File: src/design/yenc_pkg.sv
// shared types, constants and crc helper for the yenc byte encoder
package yenc_pkg;

   localparam int MAX_RESULTS        = 4;
   localparam int RESULT_INDEX_WIDTH = $clog2(MAX_RESULTS);
   localparam int QUEUE_DEPTH        = 4;

   localparam int LINE_LENGTH_WIDTH = 10;
   localparam int COLUMN_WIDTH      = 11;
   localparam int CSR_INDEX_WIDTH   = 2;
   localparam int CSR_DATA_WIDTH    = LINE_LENGTH_WIDTH;

   localparam logic [LINE_LENGTH_WIDTH-1:0] LINE_LENGTH_RESET = 10'd128;

   localparam logic [7:0]  ENCODE_OFFSET = 8'd42;
   localparam logic [7:0]  ESCAPE_OFFSET = 8'd64;
   localparam logic [7:0]  CHAR_NUL      = 8'h00;
   localparam logic [7:0]  CHAR_LF       = 8'h0a;
   localparam logic [7:0]  CHAR_CR       = 8'h0d;
   localparam logic [7:0]  CHAR_EQUALS   = 8'h3d;
   localparam logic [7:0]  CHAR_DOT      = 8'h2e;
   localparam logic [31:0] CRC_POLY      = 32'hedb88320;

   typedef enum logic [1:0] {
      MODE_BEGIN  = 2'd0,
      MODE_DATA   = 2'd1,
      MODE_CLOSE  = 2'd2,
      MODE_UNUSED = 2'd3
   } mode_type;

   typedef enum logic [CSR_INDEX_WIDTH-1:0] {
      CSR_LINE_LENGTH   = 2'd0,
      CSR_DOT_DOUBLING  = 2'd1,
      CSR_LINE_END_CRLF = 2'd2,
      CSR_NONE          = 2'd3
   } csr_index_type;

   // one queued job: the characters an item produces plus close totals
   typedef struct packed {
      logic [MAX_RESULTS-1:0][7:0]    chars;
      logic [RESULT_INDEX_WIDTH-1:0]  last_index;
      logic                           is_close;
      logic [31:0]                    crc_value;
      logic [31:0]                    byte_total;
   } job_type;

   function automatic logic [31:0] crc_byte(input logic [31:0] crc, input logic [7:0] b);
      logic [31:0] c;
      c = crc ^ {24'd0, b};
      for (int k = 0; k < 8; k++) begin
         c = c[0] ? ((c >> 1) ^ CRC_POLY) : (c >> 1);
      end
      return c;
   endfunction

endpackage

File: src/design/yenc_front.sv
// front end: accepts items, holds csr and running state, builds jobs
module yenc_front
   import yenc_pkg::*;
(
   input  logic                         clock,
   input  logic                         reset,
   input  logic                         req_valid,
   output logic                         req_ready,
   input  logic [1:0]                   req_mode,
   input  logic [7:0]                   req_data_byte,
   input  logic                         csr_write_enable,
   input  logic [CSR_INDEX_WIDTH-1:0]   csr_index,
   input  logic [CSR_DATA_WIDTH-1:0]    csr_write_data,
   input  logic                         queue_full,
   output logic                         push,
   output job_type                      job
);

   logic [LINE_LENGTH_WIDTH-1:0] line_length_ff;
   logic                         dot_doubling_ff;
   logic                         line_end_crlf_ff;

   logic [COLUMN_WIDTH-1:0] column_ff, column_in;
   logic [31:0]             crc_ff, crc_in;
   logic [31:0]             count_ff, count_in;

   mode_type                mode;
   logic                    accept;
   logic [7:0]              coded;
   logic                    escape;
   logic [7:0]              ch;
   logic [COLUMN_WIDTH-1:0] col_one;
   logic                    dot;
   logic [COLUMN_WIDTH-1:0] col_two;
   logic                    line_end;

   assign mode      = mode_type'(req_mode);
   assign req_ready = !queue_full;
   assign accept    = req_valid && req_ready;
   assign push      = accept && (mode == MODE_DATA || mode == MODE_CLOSE);

   assign coded    = req_data_byte + ENCODE_OFFSET;
   assign escape   = coded inside {CHAR_NUL, CHAR_LF, CHAR_CR, CHAR_EQUALS};
   assign ch       = escape ? coded + ESCAPE_OFFSET : coded;
   assign col_one  = column_ff + COLUMN_WIDTH'(escape) + COLUMN_WIDTH'(1);
   assign dot      = dot_doubling_ff && (col_one == COLUMN_WIDTH'(1)) && (ch == CHAR_DOT);
   assign col_two  = col_one + COLUMN_WIDTH'(dot);
   assign line_end = col_two >= {1'b0, line_length_ff};

   always_comb begin
      logic [RESULT_INDEX_WIDTH:0] slot;
      slot           = '0;
      job            = '0;
      if (mode == MODE_DATA) begin
         if (escape) begin
            job.chars[slot[RESULT_INDEX_WIDTH-1:0]] = CHAR_EQUALS;
            slot = slot + 1'b1;
         end
         job.chars[slot[RESULT_INDEX_WIDTH-1:0]] = ch;
         slot = slot + 1'b1;
         if (dot) begin
            job.chars[slot[RESULT_INDEX_WIDTH-1:0]] = ch;
            slot = slot + 1'b1;
         end
         if (line_end) begin
            if (line_end_crlf_ff) begin
               job.chars[slot[RESULT_INDEX_WIDTH-1:0]] = CHAR_CR;
               slot = slot + 1'b1;
            end
            job.chars[slot[RESULT_INDEX_WIDTH-1:0]] = CHAR_LF;
            slot = slot + 1'b1;
         end
      end else begin
         job.is_close   = 1'b1;
         job.crc_value  = ~crc_ff;
         job.byte_total = count_ff;
         if (column_ff != '0) begin
            if (line_end_crlf_ff) begin
               job.chars[slot[RESULT_INDEX_WIDTH-1:0]] = CHAR_CR;
               slot = slot + 1'b1;
            end
            job.chars[slot[RESULT_INDEX_WIDTH-1:0]] = CHAR_LF;
            slot = slot + 1'b1;
         end
         job.chars[slot[RESULT_INDEX_WIDTH-1:0]] = CHAR_NUL;
         slot = slot + 1'b1;
      end
      job.last_index = RESULT_INDEX_WIDTH'(slot - 1'b1);
   end

   always_comb begin
      column_in = column_ff;
      crc_in    = crc_ff;
      count_in  = count_ff;
      if (accept) begin
         case (mode)
            MODE_BEGIN: begin
               column_in = '0;
               crc_in    = '1;
               count_in  = '0;
            end
            MODE_DATA: begin
               column_in = line_end ? '0 : col_two;
               crc_in    = crc_byte(crc_ff, req_data_byte);
               count_in  = count_ff + 32'd1;
            end
            MODE_CLOSE: begin
               column_in = '0;
            end
            default: begin
            end
         endcase
      end
   end

   always_ff @(posedge clock) begin
      if (reset) begin
         column_ff <= '0;
         crc_ff    <= '1;
         count_ff  <= '0;
      end else begin
         column_ff <= column_in;
         crc_ff    <= crc_in;
         count_ff  <= count_in;
      end
   end

   always_ff @(posedge clock) begin
      if (reset) begin
         line_length_ff   <= LINE_LENGTH_RESET;
         dot_doubling_ff  <= 1'b1;
         line_end_crlf_ff <= 1'b1;
      end else if (csr_write_enable) begin
         case (csr_index_type'(csr_index))
            CSR_LINE_LENGTH:   line_length_ff   <= csr_write_data;
            CSR_DOT_DOUBLING:  dot_doubling_ff  <= csr_write_data[0];
            CSR_LINE_END_CRLF: line_end_crlf_ff <= csr_write_data[0];
            default: begin
            end
         endcase
      end
   end

endmodule

File: src/design/yenc_queue.sv
// job queue between front end and output sequencer
module yenc_queue
   import yenc_pkg::*;
#(
   parameter int DEPTH = QUEUE_DEPTH
)
(
   input  logic    clock,
   input  logic    reset,
   input  logic    wr_en,
   input  job_type wr_data,
   output logic    full,
   input  logic    rd_en,
   output logic    rd_valid,
   output job_type rd_data
);

   localparam int PTR_WIDTH   = $clog2(DEPTH);
   localparam int COUNT_WIDTH = $clog2(DEPTH + 1);

   job_type                 mem [DEPTH];
   logic [PTR_WIDTH-1:0]    wr_ptr_ff, wr_ptr_in;
   logic [PTR_WIDTH-1:0]    rd_ptr_ff, rd_ptr_in;
   logic [COUNT_WIDTH-1:0]  count_ff, count_in;

   assign full     = count_ff == COUNT_WIDTH'(DEPTH);
   assign rd_valid = count_ff != '0;
   assign rd_data  = mem[rd_ptr_ff];

   always_comb begin
      wr_ptr_in = wr_ptr_ff;
      rd_ptr_in = rd_ptr_ff;
      count_in  = count_ff;
      if (wr_en) begin
         wr_ptr_in = (wr_ptr_ff == PTR_WIDTH'(DEPTH - 1)) ? '0 : wr_ptr_ff + 1'b1;
      end
      if (rd_en) begin
         rd_ptr_in = (rd_ptr_ff == PTR_WIDTH'(DEPTH - 1)) ? '0 : rd_ptr_ff + 1'b1;
      end
      if (wr_en && !rd_en) begin
         count_in = count_ff + 1'b1;
      end else if (rd_en && !wr_en) begin
         count_in = count_ff - 1'b1;
      end
   end

   always_ff @(posedge clock) begin
      if (reset) begin
         wr_ptr_ff <= '0;
         rd_ptr_ff <= '0;
         count_ff  <= '0;
      end else begin
         wr_ptr_ff <= wr_ptr_in;
         rd_ptr_ff <= rd_ptr_in;
         count_ff  <= count_in;
      end
   end

   always_ff @(posedge clock) begin
      if (wr_en) begin
         mem[wr_ptr_ff] <= wr_data;
      end
   end

   a_no_write_when_full: assert property (@(posedge clock) disable iff (reset)
      full |-> !wr_en)
      else $error("queue written while full");

   a_no_read_when_empty: assert property (@(posedge clock) disable iff (reset)
      rd_en |-> rd_valid)
      else $error("queue popped while empty");

   a_count_pop: assert property (@(posedge clock) disable iff (reset)
      (rd_en && !wr_en) |=> count_ff == $past(count_ff) - 1'b1)
      else $error("queue count did not drop on pop");

endmodule

File: src/design/yenc_back.sv
// output sequencer: walks each job one character per transfer
module yenc_back
   import yenc_pkg::*;
(
   input  logic        clock,
   input  logic        reset,
   input  logic        head_valid,
   input  job_type     head,
   output logic        pop,
   output logic        rsp_valid,
   input  logic        rsp_ready,
   output logic [7:0]  rsp_out_byte,
   output logic        rsp_byte_valid,
   output logic        rsp_last,
   output logic [31:0] rsp_crc_value,
   output logic [31:0] rsp_byte_total
);

   logic [RESULT_INDEX_WIDTH-1:0] idx_ff, idx_in;
   logic                          rsp_valid_ff, rsp_valid_in;
   logic [7:0]                    out_byte_ff;
   logic                          byte_valid_ff;
   logic                          last_ff;
   logic [31:0]                   crc_value_ff;
   logic [31:0]                   byte_total_ff;
   logic                          load;
   logic                          head_last;

   assign head_last = idx_ff == head.last_index;
   assign load      = head_valid && (!rsp_valid_ff || rsp_ready);
   assign pop       = load && head_last;

   always_comb begin
      idx_in       = idx_ff;
      rsp_valid_in = rsp_valid_ff;
      if (load) begin
         idx_in       = head_last ? '0 : idx_ff + 1'b1;
         rsp_valid_in = 1'b1;
      end else if (rsp_ready) begin
         rsp_valid_in = 1'b0;
      end
   end

   always_ff @(posedge clock) begin
      if (reset) begin
         idx_ff       <= '0;
         rsp_valid_ff <= 1'b0;
      end else begin
         idx_ff       <= idx_in;
         rsp_valid_ff <= rsp_valid_in;
      end
   end

   always_ff @(posedge clock) begin
      if (load) begin
         out_byte_ff   <= head.chars[idx_ff];
         byte_valid_ff <= !(head.is_close && head_last);
         last_ff       <= head_last;
         crc_value_ff  <= head.crc_value;
         byte_total_ff <= head.byte_total;
      end
   end

   assign rsp_valid      = rsp_valid_ff;
   assign rsp_out_byte   = out_byte_ff;
   assign rsp_byte_valid = byte_valid_ff;
   assign rsp_last       = last_ff;
   assign rsp_crc_value  = crc_value_ff;
   assign rsp_byte_total = byte_total_ff;

   a_idx_in_range: assert property (@(posedge clock) disable iff (reset)
      head_valid |-> idx_ff <= head.last_index)
      else $error("result index past end of job");

   a_idx_idle_zero: assert property (@(posedge clock) disable iff (reset)
      !head_valid |-> idx_ff == '0)
      else $error("result index not cleared while queue empty");

endmodule

File: src/design/yenc_byte_encoder_top.sv
// top level of the yenc byte encoder with crc-32 and byte count
// path: an accepted item is written into the job queue, then its characters are loaded into the output register
// throughput: one item per cycle while the four-entry job queue has room
// output runs one result per cycle while rsp_ready is high; escapes, doubled dots and line ends add results to an item
// reset: synchronous, clears queue, state and output valid; csr to 128, 1, 1
module yenc_byte_encoder_top
   import yenc_pkg::*;
#(
   parameter int QUEUE_DEPTH_P = QUEUE_DEPTH
)
(
   input  logic                        clock,
   input  logic                        reset,
   input  logic                        req_valid,
   output logic                        req_ready,
   input  logic [1:0]                  req_mode,
   input  logic [7:0]                  req_data_byte,
   output logic                        rsp_valid,
   input  logic                        rsp_ready,
   output logic [7:0]                  rsp_out_byte,
   output logic                        rsp_byte_valid,
   output logic                        rsp_last,
   output logic [31:0]                 rsp_crc_value,
   output logic [31:0]                 rsp_byte_total,
   input  logic                        csr_write_enable,
   input  logic [CSR_INDEX_WIDTH-1:0]  csr_index,
   input  logic [CSR_DATA_WIDTH-1:0]   csr_write_data
);

   logic    queue_full;
   logic    push;
   job_type job;
   logic    head_valid;
   job_type head;
   logic    pop;

   yenc_front u_front (
      .clock            (clock),
      .reset            (reset),
      .req_valid        (req_valid),
      .req_ready        (req_ready),
      .req_mode         (req_mode),
      .req_data_byte    (req_data_byte),
      .csr_write_enable (csr_write_enable),
      .csr_index        (csr_index),
      .csr_write_data   (csr_write_data),
      .queue_full       (queue_full),
      .push             (push),
      .job              (job)
   );

   yenc_queue #(
      .DEPTH (QUEUE_DEPTH_P)
   ) u_queue (
      .clock    (clock),
      .reset    (reset),
      .wr_en    (push),
      .wr_data  (job),
      .full     (queue_full),
      .rd_en    (pop),
      .rd_valid (head_valid),
      .rd_data  (head)
   );

   yenc_back u_back (
      .clock          (clock),
      .reset          (reset),
      .head_valid     (head_valid),
      .head           (head),
      .pop            (pop),
      .rsp_valid      (rsp_valid),
      .rsp_ready      (rsp_ready),
      .rsp_out_byte   (rsp_out_byte),
      .rsp_byte_valid (rsp_byte_valid),
      .rsp_last       (rsp_last),
      .rsp_crc_value  (rsp_crc_value),
      .rsp_byte_total (rsp_byte_total)
   );

endmodule

File: config.mk
export PLATFORM = sky130hd
export DESIGN_NAME = yenc_byte_encoder_top
export DESIGN_NICKNAME = d
export VERILOG_FILES = /design/src/design/yenc_pkg.sv /design/src/design/yenc_front.sv /design/src/design/yenc_queue.sv /design/src/design/yenc_back.sv /design/src/design/yenc_byte_encoder_top.sv
export SDC_FILE = /design/constraint.sdc
export NUM_CORES = 1
export LEC_CHECK = 0
export ABC_AREA = 1
export BUFFER_PORTS_ARGS = -buffer_cell sky130_fd_sc_hd__buf_2
export CAP_MARGIN = 0
export CELL_PAD_IN_SITES_DETAIL_PLACEMENT = 0
export CELL_PAD_IN_SITES_GLOBAL_PLACEMENT = 1
export CORE_ASPECT_RATIO = 0.6
export CORE_MARGIN = 3
export CORE_UTILIZATION = 24
export CTS_BUF_LIST = sky130_fd_sc_hd__clkbuf_16
export DETAILED_ROUTE_END_ITERATION = 12
export PLACE_DENSITY_LB_ADDON = 0.1
export SLEW_MARGIN = 20
export SYNTH_ARGS = -nofsm -noshare
export SYNTH_HDL_FRONTEND = slang
export SYNTH_SLANG_ARGS = --single-unit
File: constraint.sdc
create_clock -name clock -period 6.06 [get_ports clock]
set_input_delay 0.606 -clock clock [delete_from_list [all_inputs] [get_ports clock]]
set_output_delay 0.606 -clock clock [all_outputs]
set_load 0.01 [all_outputs]
==> reports/results.ini, run 1 <==
[floorplanning]
die-width_um = 410.8
die_h_um = 248.9
start_util_pct = 24.38
ioPinCount = 103
die-area_mm2 = 0.1022
coreArea_mm2 = 0.09678
rows = 88

[detailed_routing]
wl_um = 72810
viasPerCell = 4.382
drtIter0Drc = 921
wl_per_cell_um = 19.99
dr_total_vias = 15963
ant_nets = 0
dr.pass1.iters = 4
drcViolationCount = 0

[layout]
ff_latch_area_mm2 = 0.01550
fin_nets = 2356
fill_cells = 10011
final_cell_area_mm2 = 0.02804
drive_above_1_share_pct = 16.14
fin_util_pct = 28.97
fin_cells = 3643
multi_input_area_mm2 = 0.007313
areaGrowthSynthToFinish_pct = 18.84

[sta]
setup_viol = 0
hold_violations = 0
worst_pin_slew_ns = 0.9369
fmax_ghz = 0.1785
slew-limit-headroom_pct = 37.54
whs_ns = 0.2634
grt_setup_unrepaired = true
fin_crit_sh_pct = 92.44
layout_min_cycle_time_ns = 5.602
clock_skew_ns = 0.03458
fin_tns_setup_ns = 0
drv_slew = 0

[synthesis]
ys_seq_area_share_pct = 65.67
yosysTopAreaCellShare_pct = 57.27
synth_area_mm2 = 0.02360
synth_cells = 2133
netlist_top_cells_area = edfxtp_1 (57%), dfxtp_1 (8.4%), nor2_1 (5.2%)
synth_top_area_cell = edfxtp_1
ys_warn_count = 0
ys_async_sr_fraction_pct = 0
ys_top_cells_by_count = edfxtp_1 (450), nor2_1 (330), nand2_1 (238)
synth_seq_cells = 549
syn_area_per_cell_um2 = 11.06
synth_edf_count = 450
yosys_most_used_dff = edfxtp_1
yosysMostFrequentCell = edfxtp_1
yosysUniqueCellTypes = 50

[job]
maxCapViolations = 0

[clocking]
insertion_delay_ns = 0.64
cts_tree = yes
htreeDepth = 2
cts-hold-fix-buffers = 0
numClockSinks = 549
clockBufferDepth = 3
cts_root_buffer = clkbuf_16
cts_made_buffers = 57
clk_pin_slew_ns = 0.06

[place]
routabilityCongestion = 0.7794
portBuffers = 102
placed_cell_area_mm2 = 0.02613
dp.cells = 3535
dp_hpwl_um = 46330

[setup_path]
cpMostUsedCell = nand2_1
path_class = input port to flip-flop
cp.arrival_ns = 6.11
required_ns = 6.57
slowest_delay_ns = 0.27
cp_slowest_cell = ha_1
cp-end-kind = flip-flop
crit_path_max_fanout = 8
worstSetupStartpointType = input port

[power_and_ir_drop]
power_leakage_uw = 0.009955
power_density_mw_per_mm2 = 397.0
vdd_drop_max_mv = 0.2925

[status]
status = complete, no violations

[global_routing]
overflow = 0
grt_pass1_wl_um = 108400
grtUsageTotal_pct = 14.03
antenna_found_initial = 3
grt_max_degree = 150
grt_pass1_vias = 15977

[worst_hold_path]
hold_class = input port to flip-flop

[registers in the layout, indices dropped and copies added, names as in the netlist, named ones only]
name and flops:
u_queue.mem 376, u_back.rsp_out_byte 8, u_back.rsp_last 1, u_queue.count_ff 3, u_back.rsp_crc_value 32, u_back.rsp_valid 1, u_front.column_ff 11, u_queue.wr_ptr_ff 2
u_front.dot_doubling_ff 1, u_front.crc_ff 32, u_back.idx_ff 2, u_front.count_ff 32, u_queue.rd_ptr_ff 2, u_front.line_end_crlf_ff 1, u_front.line_length_ff 10, u_back.rsp_byte_valid 1
u_back.rsp_byte_total 32
[per-layer routing]
layer,vias up,global-route usage [%],routed length (um)
met5,-,0,0
met1,7886,21.24,38300
met3,84,2.265,2280
met2,191,20.95,30990
li1,7802,-,-
met4,0,2.881,1241
[per-stage QoR]
stage	setup WS [ns]	power, uW
after floorplan	0.06402	6658
after global placement	-0.3678	7827
after detailed placement	-0.4238	7844
after CTS	0.2330	11390
after global routing	-0.07569	11820
final	0.4582	11130
[layout make-up]
type / instances / share of cell area (%)
multi-input combinational: 1340 / 26.08
sequential: 549 / 55.28
clock buffer: 57 / 5.087
clock inverter: 48 / 1.374
timing repair buffer: 192 / 4.319
inverter: 150 / 2.017
antenna: 2 / 0.01785
tap: 1305 / 5.823
[worst max-delay path, delay by kind of cell]
family	cells	cell delay [ns]
and+or+nand+nor	24	2.31
adders and majority gates	7	1.44
buffers and inverters	9	0.90
AOI/OAI and AO/OA	3	0.50
xor gates and xnor gates	2	0.31
[kinds of logic after synthesis]
kind of cell               synth area share (%)
AOI/OAI and AO/OA                         10.62
DFF                                       65.67
adders and majority gates                 2.132
buffers and inverters                     4.189
xor gates and xnor gates                  3.659
and+or+nand+nor                           13.71
other                                   0.01589
[power breakdown]
group | internal [uW] | switching (uW) | leakage [uW] | total [uW]
registers | 4750 | 209 | 0.00503 | 4960
clock network | 1890 | 1580 | 0.000912 | 3470
logic | 788 | 1920 | 0.00402 | 2710
total | 7430 | 3700 | 0.00996 | 11100
[cell usage in the layout (no fill, tap or decap), types with 11 or more instances in the layout]
master	synthesis	layout
nor3_1	32	31
clkinv_1	3	13
o22ai_1	81	81
a21oi_2	10	12
buf_2	4	102
clkinv_2	0	13
nand4_1	25	25
o221ai_1	12	12
edfxtp_1	450	450
nand3_1	64	64
inv_2	12	14
conb_1	1	12
nor2_4	5	11
ha_1	37	33
clkbuf_16	0	57
dfxtp_1	99	97
o21ai_0	229	229
nand2_2	18	19
inv_1	135	140
a21oi_1	80	77
buf_4	3	88
o211ai_1	15	15
xor2_1	61	60
xnor2_1	22	21
nor4_1	15	13
nor2_1	330	320
nand2_1	238	236
[path summary, 6_finish.rpt]
| path | from | endpoint | slack [ns] | cells after the start |
|---|---|---|---|---|
| worst max register to register | u_front.column_ff[0] | u_queue.mem[2][89] | 1.42 | 32 |
| worst max-delay path | req_data_byte[1] | u_queue.mem[2][89] | 0.46 | 45 |
| worst min register to register | u_front.line_length_ff[9] | u_front.line_length_ff[9] | 0.46 | 2 |
| worst min-delay path | csr_write_data[7] | u_front.line_length_ff[7] | 0.26 | 3 |
[what timing repair did]
action                                  4_1_cts  5_1_grt
resized for setup                             0       20
buffers inserted                              0        1
endpoints found under the setup margin        0      114
(Power assumes the default switching activity.)
==> run 2: changes to the inputs <==
--- a/config.mk
+++ b/config.mk
@@ -7,12 +7,11 @@
 export LEC_CHECK = 0
 export ABC_AREA = 1
 export BUFFER_PORTS_ARGS = -buffer_cell sky130_fd_sc_hd__buf_2
-export CAP_MARGIN = 0
 export CELL_PAD_IN_SITES_DETAIL_PLACEMENT = 0
 export CELL_PAD_IN_SITES_GLOBAL_PLACEMENT = 1
 export CORE_ASPECT_RATIO = 0.6
 export CORE_MARGIN = 3
-export CORE_UTILIZATION = 24
+export CORE_UTILIZATION = 45
 export CTS_BUF_LIST = sky130_fd_sc_hd__clkbuf_16
 export DETAILED_ROUTE_END_ITERATION = 12
 export PLACE_DENSITY_LB_ADDON = 0.1
==> reports/results.ini, run 2 (same netlist as run 1, synthesis figures left out) <==
[layout]
fin_nets = 2347
areaGrowthSynthToFinish_pct = 15.16
final_cell_mix = edfxtp_1 (450), nor2_1 (318), o21ai_0 (229), nand2_1 (226), inv_1 (141)
fin_util_pct = 52.85
final_cell_area_mm2 = 0.02717
drive_above_1_share_pct = 16.39
layout_commonest_cell = edfxtp_1
regMostFlops = u_queue.mem
fill_cells = 4584
largest_reg_flops = 376

[global_routing]
grt_pass1_wl_um = 92000
grtUsageTotal_pct = 21.38
overflow = 0
grt_max_degree = 87
antenna_found_initial = 1
grt_pass1_vias = 15669

[power_and_ir_drop]
vdd_drop_max_mv = 0.2811
power_leakage_uw = 0.009860
power_density_mw_per_mm2 = 394.3

[clocking]
htreeDepth = 2
clk_pin_slew_ns = 0.07
numClockSinks = 549
cts_root_buffer = clkbuf_16
clockBufferDepth = 3
insertion_delay_ns = 0.58
cts_tree = yes
cts_made_buffers = 51
cts-hold-fix-buffers = 0

[setup_path]
cpMostUsedCell = nand2_1
cp_slowest_cell = ha_1
cp.arrival_ns = 5.99
rrSetupSlack_ns = 1.52
critPathBufInv = 9
critPathTopFamily = simple AND/OR/NAND/NOR gates
slowest_delay_ns = 0.28
crit_path_max_fanout = 7
worstSetupStartpointType = input port
cp-end-kind = flip-flop
path_class = input port to flip-flop
required_ns = 6.44

[sta]
slew-limit-headroom_pct = 36.41
hold_violations = 0
clock_skew_ns = 0.02116
drv_slew = 0
fmax_ghz = 0.1785
worst_pin_slew_ns = 0.9538
whs_ns = 0.2512
setup_viol = 0
layout_min_cycle_time_ns = 5.602
fin_crit_sh_pct = 92.43

[detailed_routing]
drtIter0Drc = 1146
wl_um = 59600
dr.pass1.iters = 5
ant_nets = 0
viasPerCell = 5.351
drcViolationCount = 0
dr_total_vias = 16149
wl_per_cell_um = 19.75

[status]
status = complete, no violations

[floorplanning]
die-area_mm2 = 0.05531
die-width_um = 301.6
start_util_pct = 45.90
rows = 64
ioPinCount = 103
die_h_um = 183.4
coreArea_mm2 = 0.05141

[worst_hold_path]
hold_class = input port to flip-flop

[place]
dp_hpwl_um = 37400
routabilityCongestion = 0.8498
placed_cell_area_mm2 = 0.02530
portBuffers = 102

[job]
maxCapViolations = 0

==> run 2: layout make-up <==
cell class              count  area, um^2  share of cell area [%]
inverters                 150       565.5                   2.081
flip-flops and latches    549       15500                   57.05
diodes                      1       2.502                0.009210
repair buffers            189        1187                   4.370
clock inverters            43       319.1                   1.174
well taps                 693       867.1                   3.191
multi-input cells        1340        7403                   27.25
clock buffers              53        1326                   4.881
==> run 2: final timing paths <==
path | from | endpoint | cells past startpoint
hold reg to reg | u_front.line_length_ff[9] | u_front.line_length_ff[9] | 2
hold / removal | csr_write_data[7] | u_front.line_length_ff[7] | 3
setup / recovery | req_data_byte[1] | u_queue.mem[3][74] | 44
setup reg to reg | u_front.column_ff[0] | u_queue.mem[3][74] | 31
==> run 2: through the flow <==
| stage | setup slack [ns] | cells | power (uW) | TNS [ns] |
|---|---|---|---|---|
| 3_3_place_gp | -0.1324 | 2918 | 7618 | -4.363 |
| 4_1_cts | 0.2806 | 3014 | 10830 | 0 |
| 2_1_floorplan | 0.06402 | 2144 | 6658 | 0 |
| 6_report | 0.4585 | 3018 | 10710 | 0 |
| 5_1_grt | -0.03589 | 3018 | 11300 | -0.5160 |
| 3_5_place_dp | -0.2798 | 2918 | 7653 | -16.71 |
==> run 2: timing repair <==
item / in CTS / in global routing
gates resized for setup: 0 / 49
setup buffers: 0 / 2
endpoints found under the setup margin: 0 / 114
==> run 2: layer usage <==
layer  vias up  wire length [um]  share of wire, %  global-route usage [%]
li1       7787                 -                 -                       -
met1      7926             29660                50                   33.26
met2       374             25960                44                   32.52
met3        62              3118               5.2                   2.804
met4         0               871               1.5                   3.639
met5         -                 0                 0                       0
==> run 2: where the power goes <==
part	switching, uW	leakage, uW	internal, uW	total (uW)
registers	198	0.00503	4750	4950
logic	1820	0.00400	782	2600
clock network	1410	0.000832	1760	3160
total	3420	0.00986	7290	10700
==> run 2: worst min-delay path, cell delays in order <==
cell and delay (ns):
buf_2 0.08, nand2_1 0.04, o211ai_1 0.06
